`config.mk`:
```
export PLATFORM = sky130hd
export DESIGN_NAME = utf8_stream_sanitizer
export DESIGN_NICKNAME = d
export VERILOG_FILES = /design/src/sv/usan_pkg.sv /design/src/sv/utf8_stream_sanitizer.sv /design/src/sv/usan_front.sv /design/src/sv/usan_queue.sv /design/src/sv/usan_back.sv
export SDC_FILE = /design/constraint.sdc
export NUM_CORES = 1
export LEC_CHECK = 0
export ABC_AREA = 1
export BUFFER_PORTS_ARGS = -buffer_cell sky130_fd_sc_hd__buf_2
export CORE_MARGIN = 2
export CORE_UTILIZATION = 35
export DETAILED_ROUTE_END_ITERATION = 10
export HOLD_SLACK_MARGIN = 0.1
export PLACE_DENSITY = 0.54
export SYNTH_ARGS = -nofsm -noshare
export SYNTH_HDL_FRONTEND = slang
export SYNTH_SLANG_ARGS = --single-unit
```
`constraint.sdc`:
```
create_clock -name clk -period 6.9 [get_ports clk]
set_clock_uncertainty 0.2 [all_clocks]
set_input_delay 0.345 -clock clk [delete_from_list [all_inputs] [get_ports clk]]
set_output_delay 0.345 -clock clk [all_outputs]
set_load 0.01 [all_outputs]
```
`src/sv/usan_pkg.sv`:
```
`timescale 1ns / 1ps

package usan_pkg;

  localparam int unsigned QUEUE_DEPTH = 4;

  localparam logic [7:0] ASCII_MAX  = 8'h7f;
  localparam logic [7:0] LEAD2_LO   = 8'hc2;
  localparam logic [7:0] LEAD2_HI   = 8'hdf;
  localparam logic [7:0] LEAD3_LO   = 8'he0;
  localparam logic [7:0] LEAD3_HI   = 8'hef;
  localparam logic [7:0] LEAD4_LO   = 8'hf0;
  localparam logic [7:0] LEAD4_HI   = 8'hf4;
  localparam logic [7:0] CONT_MASK  = 8'hc0;
  localparam logic [7:0] CONT_CODE  = 8'h80;
  localparam logic [7:0] LEAD_E0    = 8'he0;
  localparam logic [7:0] LEAD_ED    = 8'hed;
  localparam logic [7:0] LEAD_F0    = 8'hf0;
  localparam logic [7:0] LEAD_F4    = 8'hf4;
  localparam logic [7:0] LIMIT_A0   = 8'ha0;
  localparam logic [7:0] LIMIT_90   = 8'h90;

  localparam logic [7:0] REPL_BYTE0 = 8'hef;
  localparam logic [7:0] REPL_BYTE1 = 8'hbf;
  localparam logic [7:0] REPL_BYTE2 = 8'hbd;

  localparam logic [1:0] REPL_LAST_SUB = 2'd2;

  // one queued action: a plain byte or a full replacement
  typedef struct packed {
    logic       repl;
    logic [7:0] value;
    logic       last;
  } action_t;

  typedef struct packed {
    logic    valid;
    action_t act;
  } qwr_t;

  function automatic logic [2:0] seq_len(input logic [7:0] lead);
    logic [2:0] len;
    len = 3'd0;
    if (lead >= LEAD2_LO && lead <= LEAD2_HI) len = 3'd2;
    else if (lead >= LEAD3_LO && lead <= LEAD3_HI) len = 3'd3;
    else if (lead >= LEAD4_LO && lead <= LEAD4_HI) len = 3'd4;
    return len;
  endfunction

  function automatic logic is_cont(input logic [7:0] b);
    return (b & CONT_MASK) == CONT_CODE;
  endfunction

  function automatic logic seq_ok(input logic [7:0] b0, input logic [7:0] b1,
                                  input logic [7:0] b2, input logic [7:0] b3,
                                  input logic [2:0] len);
    logic ok;
    ok = is_cont(b1);
    if (len >= 3'd3 && !is_cont(b2)) ok = 1'b0;
    if (len >= 3'd4 && !is_cont(b3)) ok = 1'b0;
    if (b0 == LEAD_E0 && b1 < LIMIT_A0) ok = 1'b0;
    if (b0 == LEAD_ED && b1 >= LIMIT_A0) ok = 1'b0;
    if (b0 == LEAD_F0 && b1 < LIMIT_90) ok = 1'b0;
    if (b0 == LEAD_F4 && b1 >= LIMIT_90) ok = 1'b0;
    return ok;
  endfunction

endpackage

```
`src/sv/utf8_stream_sanitizer.sv`:
```
`timescale 1ns / 1ps

// channel  | ports                 | transfer
// ---------+-----------------------+---------------------------
// input    | op, data_byte         | push && !full
// output   | out_byte, last        | pop && !empty
//
// a data byte is accepted, then scanned: the scan writes each byte it can
// decide to the action queue and closes before the next transfer is taken
// a flush also holds input off until its scan closes; a replacement leaves the output as 3 bytes
// the scan stalls while the action queue is full, the output holds until pop
// rst is synchronous; it clears held count, queue and output stage

module utf8_stream_sanitizer #(
  parameter int unsigned QUEUE_DEPTH = usan_pkg::QUEUE_DEPTH
) (
  input  logic       clk,
  input  logic       rst,
  input  logic       push,
  output logic       full,
  input  logic       op,
  input  logic [7:0] data_byte,
  output logic       empty,
  input  logic       pop,
  output logic [7:0] out_byte,
  output logic       last
);

  usan_pkg::qwr_t    q_wr;
  logic              q_full;
  logic              q_empty;
  logic              rd_pop;
  usan_pkg::action_t head;

  usan_front u_front (
    .clk       (clk),
    .rst       (rst),
    .push      (push),
    .op        (op),
    .data_byte (data_byte),
    .full      (full),
    .q_full    (q_full),
    .q_wr      (q_wr)
  );

  usan_queue #(
    .DEPTH (QUEUE_DEPTH)
  ) u_queue (
    .clk     (clk),
    .rst     (rst),
    .wr      (q_wr),
    .q_full  (q_full),
    .rd_pop  (rd_pop),
    .q_empty (q_empty),
    .head    (head)
  );

  usan_back u_back (
    .clk      (clk),
    .rst      (rst),
    .q_empty  (q_empty),
    .head     (head),
    .rd_pop   (rd_pop),
    .empty    (empty),
    .pop      (pop),
    .out_byte (out_byte),
    .last     (last)
  );

  a_no_overflow : assert property (@(posedge clk) disable iff (rst)
    !(q_wr.valid && q_full))
    else $error("action queue written while full");

  a_no_underflow : assert property (@(posedge clk) disable iff (rst)
    !(rd_pop && q_empty))
    else $error("action queue read while empty");

  a_busy_after_accept : assert property (@(posedge clk) disable iff (rst)
    (push && !full) |=> full)
    else $error("input accepted again before scan finished");

  a_repl_last_only_end : assert property (@(posedge clk) disable iff (rst)
    (!empty && last) |-> (out_byte != usan_pkg::REPL_BYTE0 ||
                          !u_back.cur.repl))
    else $error("last flag on first byte of a replacement");

endmodule

```
`src/sv/usan_front.sv`:
```
`timescale 1ns / 1ps

module usan_front (
  input  logic                 clk,
  input  logic                 rst,
  input  logic                 push,
  input  logic                 op,
  input  logic [7:0]           data_byte,
  output logic                 full,
  input  logic                 q_full,
  output usan_pkg::qwr_t       q_wr
);

  typedef enum logic [1:0] {
    S_IDLE = 2'b01,
    S_SCAN = 2'b10
  } state_t;

  state_t            state, state_next;
  logic [7:0]        held [4];
  logic [7:0]        held_next [4];
  logic [2:0]        cnt, cnt_next;
  logic [1:0]        pass, pass_next;
  usan_pkg::action_t hold, hold_next;
  logic              hold_valid, hold_valid_next;

  logic [7:0] lead;
  logic [2:0] len;
  logic       ok;
  logic       done;
  logic       can_go;
  logic       accept;
  usan_pkg::action_t act;

  assign full   = (state != S_IDLE);
  assign accept = push && !full;
  assign lead   = held[0];
  assign len    = usan_pkg::seq_len(lead);
  assign ok     = usan_pkg::seq_ok(held[0], held[1], held[2], held[3], len);
  assign can_go = !hold_valid || !q_full;

  // end of scan: nothing left, or an unfinished sequence stays held
  assign done = (cnt == 3'd0) ||
                ((pass == 2'd0) && (lead > usan_pkg::ASCII_MAX) &&
                 (len != 3'd0) && (cnt < len));

  always_comb begin
    act.repl  = 1'b0;
    act.value = lead;
    act.last  = 1'b0;
    if (pass == 2'd0 && lead > usan_pkg::ASCII_MAX && (len == 3'd0 || !ok)) begin
      act.repl = 1'b1;
    end
  end

  always_comb begin
    q_wr.valid    = 1'b0;
    q_wr.act      = hold;
    q_wr.act.last = done;
    if (state == S_SCAN && hold_valid && !q_full) begin
      q_wr.valid = 1'b1;
    end
  end

  always_comb begin
    state_next      = state;
    held_next       = held;
    cnt_next        = cnt;
    pass_next       = pass;
    hold_next       = hold;
    hold_valid_next = hold_valid;
    unique case (state)
      S_IDLE: begin
        if (accept) begin
          state_next = S_SCAN;
          pass_next  = 2'd0;
          if (op) begin
            cnt_next        = 3'd0;
            hold_next.repl  = 1'b1;
            hold_next.value = usan_pkg::REPL_BYTE0;
            hold_next.last  = 1'b0;
            hold_valid_next = (cnt != 3'd0);
          end else begin
            held_next[cnt[1:0]] = data_byte;
            cnt_next            = cnt + 3'd1;
            hold_valid_next     = 1'b0;
          end
        end
      end
      S_SCAN: begin
        if (can_go) begin
          if (done) begin
            state_next      = S_IDLE;
            hold_valid_next = 1'b0;
          end else begin
            hold_next       = act;
            hold_valid_next = 1'b1;
            held_next[0]    = held[1];
            held_next[1]    = held[2];
            held_next[2]    = held[3];
            cnt_next        = cnt - 3'd1;
            if (pass != 2'd0) begin
              pass_next = pass - 2'd1;
            end else if (!act.repl && lead > usan_pkg::ASCII_MAX) begin
              pass_next = 2'(len - 3'd1);
            end
          end
        end
      end
      default: begin
        state_next = S_IDLE;
      end
    endcase
  end

  always_ff @(posedge clk) begin
    if (rst) begin
      state      <= S_IDLE;
      cnt        <= 3'd0;
      pass       <= 2'd0;
      hold_valid <= 1'b0;
    end else begin
      state      <= state_next;
      cnt        <= cnt_next;
      pass       <= pass_next;
      hold_valid <= hold_valid_next;
    end
  end

  always_ff @(posedge clk) begin
    held <= held_next;
    hold <= hold_next;
  end

endmodule

```
`src/sv/usan_queue.sv`:
```
`timescale 1ns / 1ps

module usan_queue #(
  parameter int unsigned DEPTH = usan_pkg::QUEUE_DEPTH
) (
  input  logic              clk,
  input  logic              rst,
  input  usan_pkg::qwr_t    wr,
  output logic              q_full,
  input  logic              rd_pop,
  output logic              q_empty,
  output usan_pkg::action_t head
);

  localparam int unsigned AW = (DEPTH > 1) ? $clog2(DEPTH) : 1;

  usan_pkg::action_t slots [DEPTH];
  logic [AW:0]       wr_ptr, rd_ptr;
  logic [AW:0]       level;

  assign level   = wr_ptr - rd_ptr;
  assign q_full  = (level == (AW + 1)'(DEPTH));
  assign q_empty = (level == '0);
  assign head    = slots[rd_ptr[AW-1:0]];

  always_ff @(posedge clk) begin
    if (rst) begin
      wr_ptr <= '0;
      rd_ptr <= '0;
    end else begin
      if (wr.valid && !q_full) begin
        wr_ptr <= wr_ptr + (AW + 1)'(1);
      end
      if (rd_pop && !q_empty) begin
        rd_ptr <= rd_ptr + (AW + 1)'(1);
      end
    end
  end

  always_ff @(posedge clk) begin
    if (wr.valid && !q_full) begin
      slots[wr_ptr[AW-1:0]] <= wr.act;
    end
  end

endmodule

```
`src/sv/usan_back.sv`:
```
`timescale 1ns / 1ps

module usan_back (
  input  logic              clk,
  input  logic              rst,
  input  logic              q_empty,
  input  usan_pkg::action_t head,
  output logic              rd_pop,
  output logic              empty,
  input  logic              pop,
  output logic [7:0]        out_byte,
  output logic              last
);

  usan_pkg::action_t cur;
  logic              cur_valid;
  logic [1:0]        sub;
  logic              take;
  logic              finish;
  logic              load;

  assign empty  = !cur_valid;
  assign take   = pop && cur_valid;
  assign finish = !cur.repl || (sub == usan_pkg::REPL_LAST_SUB);
  assign load   = !cur_valid || (take && finish);
  assign rd_pop = load && !q_empty;

  always_comb begin
    out_byte = cur.value;
    if (cur.repl) begin
      case (sub)
        2'd0:    out_byte = usan_pkg::REPL_BYTE0;
        2'd1:    out_byte = usan_pkg::REPL_BYTE1;
        default: out_byte = usan_pkg::REPL_BYTE2;
      endcase
    end
    last = cur.last && finish;
  end

  always_ff @(posedge clk) begin
    if (rst) begin
      cur_valid <= 1'b0;
      sub       <= 2'd0;
    end else if (load) begin
      cur_valid <= !q_empty;
      sub       <= 2'd0;
    end else if (take) begin
      sub <= sub + 2'd1;
    end
  end

  always_ff @(posedge clk) begin
    if (load) begin
      cur <= head;
    end
  end

endmodule

```
### Word-level counts from Yosys, hierarchy flattened

Memory sizes are Yosys's and may differ from the RTL's. A register that Yosys moved wholly into a read port is not among the register bits.
Cells that the tools add are included.
Widths: inputs -> output; s select.

* add/subtract/negate cells: 8
* order comparisons: 16
* eq/ne operators: 20
* muxes and demuxes: 48
* bitwise logic cells: 2
* reduce and logical (&&, ||, !) cells: 56

Operator list (count)
* $mux 32: 2
* $mux 24: 2
* $pmux 24 s2: 1
* $ge 8x8->1 const B: 5
* $mux 10: 4
* $bwmux 32: 1
* $eq 8x8->1 const B: 4
* $le 8x8->1 const B: 3
* $logic_and 1x1->1: 24
* $mux 3: 7
* $pmux 10 s2: 1
* $demux 8 s2: 1
* $lt 8x8->1 const B: 2
* $mux 2: 8
* $mux 8: 2
* $reduce_and 5->1: 3
* $mux 1: 14
* $pmux 7 s2: 1
* $eq 2x2->1 const B: 5
* $logic_not 1->1: 10
* $add 3x1->3 const B: 3
* $logic_not 3->1: 3
* $reduce_and 3->1: 3
* $gt 8x7->1 const B: 1
* other kinds (24): 40

* flip-flop bits (word level): 58
* RAM bits: 40
* bits of input ports: 13
* output and inout port bits: 11
* logic and storage cells: 165
* memories: 1

Memory list
* u_queue.slots: words 4, width 10, rd ports 1, clocked after Yosys merged registers in 1, write ports 1, RTL line usan_queue.sv:17 `usan_pkg::action_t slots [DEPTH];`

### Depth between registers and ports, before layout

* word-level depth: 24
* mapped depth: 17
* gate-level depth less buffers: 17

### By module

Synthesis repeated with hierarchy kept, for this count alone.

* cells, all modules: 501
* area total of the unflattened synthesis: 5173.7 um^2

Modules (own cells, without submodules)
* usan_front: instances 1, cells each 267, area each 2552.4 um^2, seq. area each 1391.3 um^2
* usan_queue: instances 1, cells each 179, area each 2023.2 um^2, seq. area each 1361.3 um^2
* usan_back: instances 1, cells each 55, area each 598.1 um^2, seq. area each 360.3 um^2

### Worst setup path after synthesis

No wires, ideal clock.

* path kind: flip-flop to flip-flop
* start point: register u_front.held, in the netlist u_front.lead[4]
* end point: register u_front.held[10] in the netlist's numbering, enable pin
* setup time: 0.375 ns
* data arrival time: 2.140 ns
* required time: 6.325 ns
* slack: 4.184 ns
* stages on the path, launching flop included: 16
* clock period less this slack: 2.716 ns
* cells stage by stage: edfxtp_1 > inv_1 > nand2_1 > nor2_4 > inv_2 > nand2_2 > clkinv_2 > ha_1 > nand2_1 > inv_1 > a21boi_1 > nand3_2 > nand2_4 > a21oi_4 > o21ai_2 > a21oi_1

RTL lines
* from (decl): RTL line usan_front.sv:20 `logic [7:0] held [4];`
* from (signal assigned): RTL line usan_front.sv:131 `held <= held_next;`

### Final worst setup path

* start point: register u_queue.rd_ptr[1]
* end point: register u_front.held, in the netlist u_front.lead[4], enable pin

* longest elaborated chain between the ends: 6

Ends and longest elaborated chain
* from (decl): RTL line usan_queue.sv:18 `logic [AW:0] wr_ptr, rd_ptr;`
* from (signal assigned): RTL line usan_queue.sv:35 `rd_ptr <= rd_ptr + (AW + 1)'(1);`
* $sub 3x3->3: RTL line usan_queue.sv:21 `assign level = wr_ptr - rd_ptr;`
* $eq 3x3->1: RTL line usan_queue.sv:22 `assign q_full = (level == (AW + 1)'(DEPTH));`
* $logic_not 1->1: RTL line usan_front.sv:40 `assign can_go = !hold_valid || !q_full;`
* $logic_or 1x1->1: RTL line usan_front.sv:40
* $ne 2x1->1 (no line)
* $reduce_and 5->1 (no line)

Every way passes these cells.
A chain may end at the register's enable or synchronous reset.

==> run_results.csv <==
group,metric,value,unit
yosys,synthArstFlopShare,0,%
layout,final_util,40.5,%
floorplanning,die_h,122,um
layout,areaGrowthSynthToFinish,14.1,%
floorplanning,die_x,122,um
yosys,synthMuxAreaShare,0,%
clock_network,post_cts_buffers,0,
sta,setup_viol,0,
sta,finalHoldViolCount,0,
place,routabilityCongestion,0.809,
floorplanning,die-area,14900,um^2
grt,antenna_found_initial,0,
yosys,synth_fa_ha_area_share,5.12,%
yosys,syn_avg_cell_area,10.5,um^2
place,dp_slack,3600,ps
yosys,synthMostInstantiatedCell,"edfxtp_1",
grt,grt_pass1_wl,14.3,mm
critical_path,crit_type,"flop to flop",
clock_network,cts_max_level,3,
layout,n_fill_cell,1349,
yosys,ys_warn_count,0,
floorplanning,core,13800,um^2
clock_network,cts_buffer_depth,2,
yosys,ys_ff_latch,108,
grt,grt_pass1_vias,3057,
clock_network,cts_buffers,9,
sta,rsz0062_at_grt,"no",
layout,antennaDiodeCount,0,
layout,nNetsFinal,531,
yosys,ys_top_cells_by_count,"edfxtp_1, nand2_1, o21ai_0",
critical_path,regToRegSetupSlack,3620,ps
sta,slew_headroom,31.7,%
sta,tns,0,ps
critical_path,endpoint_kind,"flop",
critical_path,r2r-start,"u_queue.rd_ptr[1]",
sta,tightest_slew,1020,ps
power_and_ir_drop,power,2.14,mW
layout,ff_latch_area,3070,um^2
grt,grt_start_max_net_pins,36,
power_and_ir_drop,power_density,384,nW/um^2
routing,num_vias,3149,
place,placed_area,5190,um^2
yosys,synth_xor_area_share,0.717,%
clock_network,cts_num_sinks,108,
yosys,synth_area_leaders,"edfxtp_1, dfxtp_1, nand2_1, o21ai_0, ha_1",
yosys,synth_top_family_by_area,"simple AND/OR/NAND/NOR gates",
grt,grt_usage,12.4,%
sta,final_max_slew_viol_count,0,
min_path,whs_path_depth,3,
power_and_ir_drop,vdd_drop_max,0.161,mV
routing,drtIter0Drc,174,
sta,layout_setup_ws,3620,ps
routing,firstDrtPassIters,5,
yosys,synth-compound-area-share,10.8,%
sta,max_freq,0.305,GHz
critical_path,crit_required,6670,ps
min_path,worstHoldPathType,"input pin to flop",
yosys,synth_edf_count,91,
layout,multi_input_area,1540,um^2
routing,ant_nets,0,
yosys,ys_seq_area_share,62.9,%
yosys,yosys_most_used_dff,"edfxtp_1",
grt,overflow,0,
floorplanning,io_pins,24,
min_path,worstHoldStart,"op",
yosys,synth_cell_types,32,
power_and_ir_drop,leakage,2.11,nW
yosys,synthSimpleGateAreaFrac,15.0,%
routing,wl_per_cell,12.5,um
place,numPortBuffers,23,
place,place_hpwl,6.08,mm
min_path,hold_path_end,"u_front.hold_valid",
routing,post_drt_via_cell_ratio,4.61,
floorplanning,rows,43,
yosys,synth_nets,497,
critical_path,start_kind,"flop",
sta,period_needed,3280,ps
clock_network,clockRootBuffer,"clkbuf_16",
critical_path,critPathSlowestCell,"a21oi_1",
sta,timing.final.crit_share,47.5,%
critical_path,crit_path_max_incr_delay,630,ps
yosys,yosys.area.top_type,"edfxtp_1",
floorplanning,initial_core_util,35.5,%
routing,drt_wl_total,8.55,mm
critical_path,path_cells,"inv_1 -> ha_1 -> inv_1 -> nor2_1 -> nor2_1 -> xnor2_1 -> nand3_2 -> nand3b_2 -> a21oi_4 -> o21ai_2 -> a21oi_1",
clock_network,ctsResizeCount,0,
yosys,netlist_instances,464,
job,cap_violations,0,
clock_network,cts_tree,"yes",
layout,stdcell_area,5570,um^2
critical_path,critPathMaxFanout,12,
critical_path,r2r_cells,11,
routing,route.detailed.drc,0,
run_status,status,"complete, no violations",
layout,drive_gt1_share,14.5,%
critical_path,r2r-end,"u_front.lead[4]",
yosys,synth_top_area_share,56.0,%
clock_network,clk_pin_slew,70,ps
yosys,netlist_area,4880,um^2
critical_path,worstPathArrival,3050,ps
clock_network,clk_latency,340,ps
==> metal layers <==
| layer | GRT usage (%) | part of all wire [%] |
|---|---|---|
| met5 | 0 | 0 |
| met4 | 3.95 | 1.3 |
| met3 | 3.00 | 2.8 |
| met2 | 22.1 | 51 |
| met1 | 14.6 | 45 |
==> cells by family after synthesis <==
kind of cell    after synthesis
compound gates               97
xor+xnor                      4
fa+ha+maj                    20
buf+inv                      70
flops                       108
simple gates                165
==> worst max path at each step <==
stage | start | endpoint | slack [ps]
detailed placement | u_queue.rd_ptr[1] | u_front.held[11] | 3600
global placement | u_queue.rd_ptr[1] | u_front.held[10] | 3690
floorplan | u_front.lead[4] | u_front.held[10] | 4180
finish | u_queue.rd_ptr[1] | u_front.lead[4] | 3620
CTS | u_queue.rd_ptr[1] | u_front.held[14] | 3580
global route | u_queue.rd_ptr[1] | u_front.held[14] | 3350
==> power breakdown <==
| group | internal, mW | total (mW) | switching (mW) |
|---|---|---|---|
| clock | 0.260 | 0.491 | 0.231 |
| combinational | 0.220 | 0.636 | 0.416 |
| sequential | 0.918 | 1.02 | 0.0977 |
==> through the flow <==
| step | hold WS [ps] | instances |
|---|---|---|
| 5_1_grt | 188 | 683 |
| 6_report | 166 | 683 |
| 3_3_place_gp | 253 | 657 |
| 3_5_place_dp | 261 | 657 |
| 4_1_cts | 152 | 683 |
| 2_1_floorplan | 207 | 464 |
==> registers in the layout, summed over array words and instances, names as in the netlist <==
| name | count |
|---|---|
| u_front.lead | 8 |
| u_front.pass | 2 |
| u_queue.slots | 40 |
| u_front.q_wr | 9 |
| u_front.held | 24 |
| u_front.cnt | 3 |
| u_queue.wr_ptr | 3 |
| u_front.hold_valid | 1 |
| u_front.state | 2 |
| u_back.cur_valid | 1 |
| u_back.sub | 2 |
| u_queue.rd_ptr | 3 |
| u_back.cur | 10 |
==> final cells by class <==
class                      instances  share of cell area, %
clock buffer                      11                   4.36
sequential                       108                   55.2
clock inverter                     5                  0.719
tap                              180                   4.04
multi-input combinational        286                   27.7
timing repair buffer              35                   4.13
inverter                          58                   3.93
==> placed cells by master, fill, tap and decap left out, drive strengths merged, types with 11 or more instances in the layout <==
master	count
ha	20
buf	25
inv	61
clkbuf	11
o21ai	59
or2	11
o22ai	14
edfxtp	91
dfxtp	17
a21oi	22
nand3	11
nor2	56
nand2	84
==> critical path, delay by kind of cell (launching register included) <==
family / cells / cell delay [ps]
compound gates: 3 / 1000
buf+inv: 2 / 300
xor+xnor: 1 / 160
fa+ha+maj: 1 / 360
flops: 1 / 540
simple gates: 4 / 340
==> repair_timing <==
item	in CTS	in global routing
endpoints found under the setup margin	0	0
hold endpoints to repair	13	0
hold buffers	10	0
(Power assumes the default switching activity.)
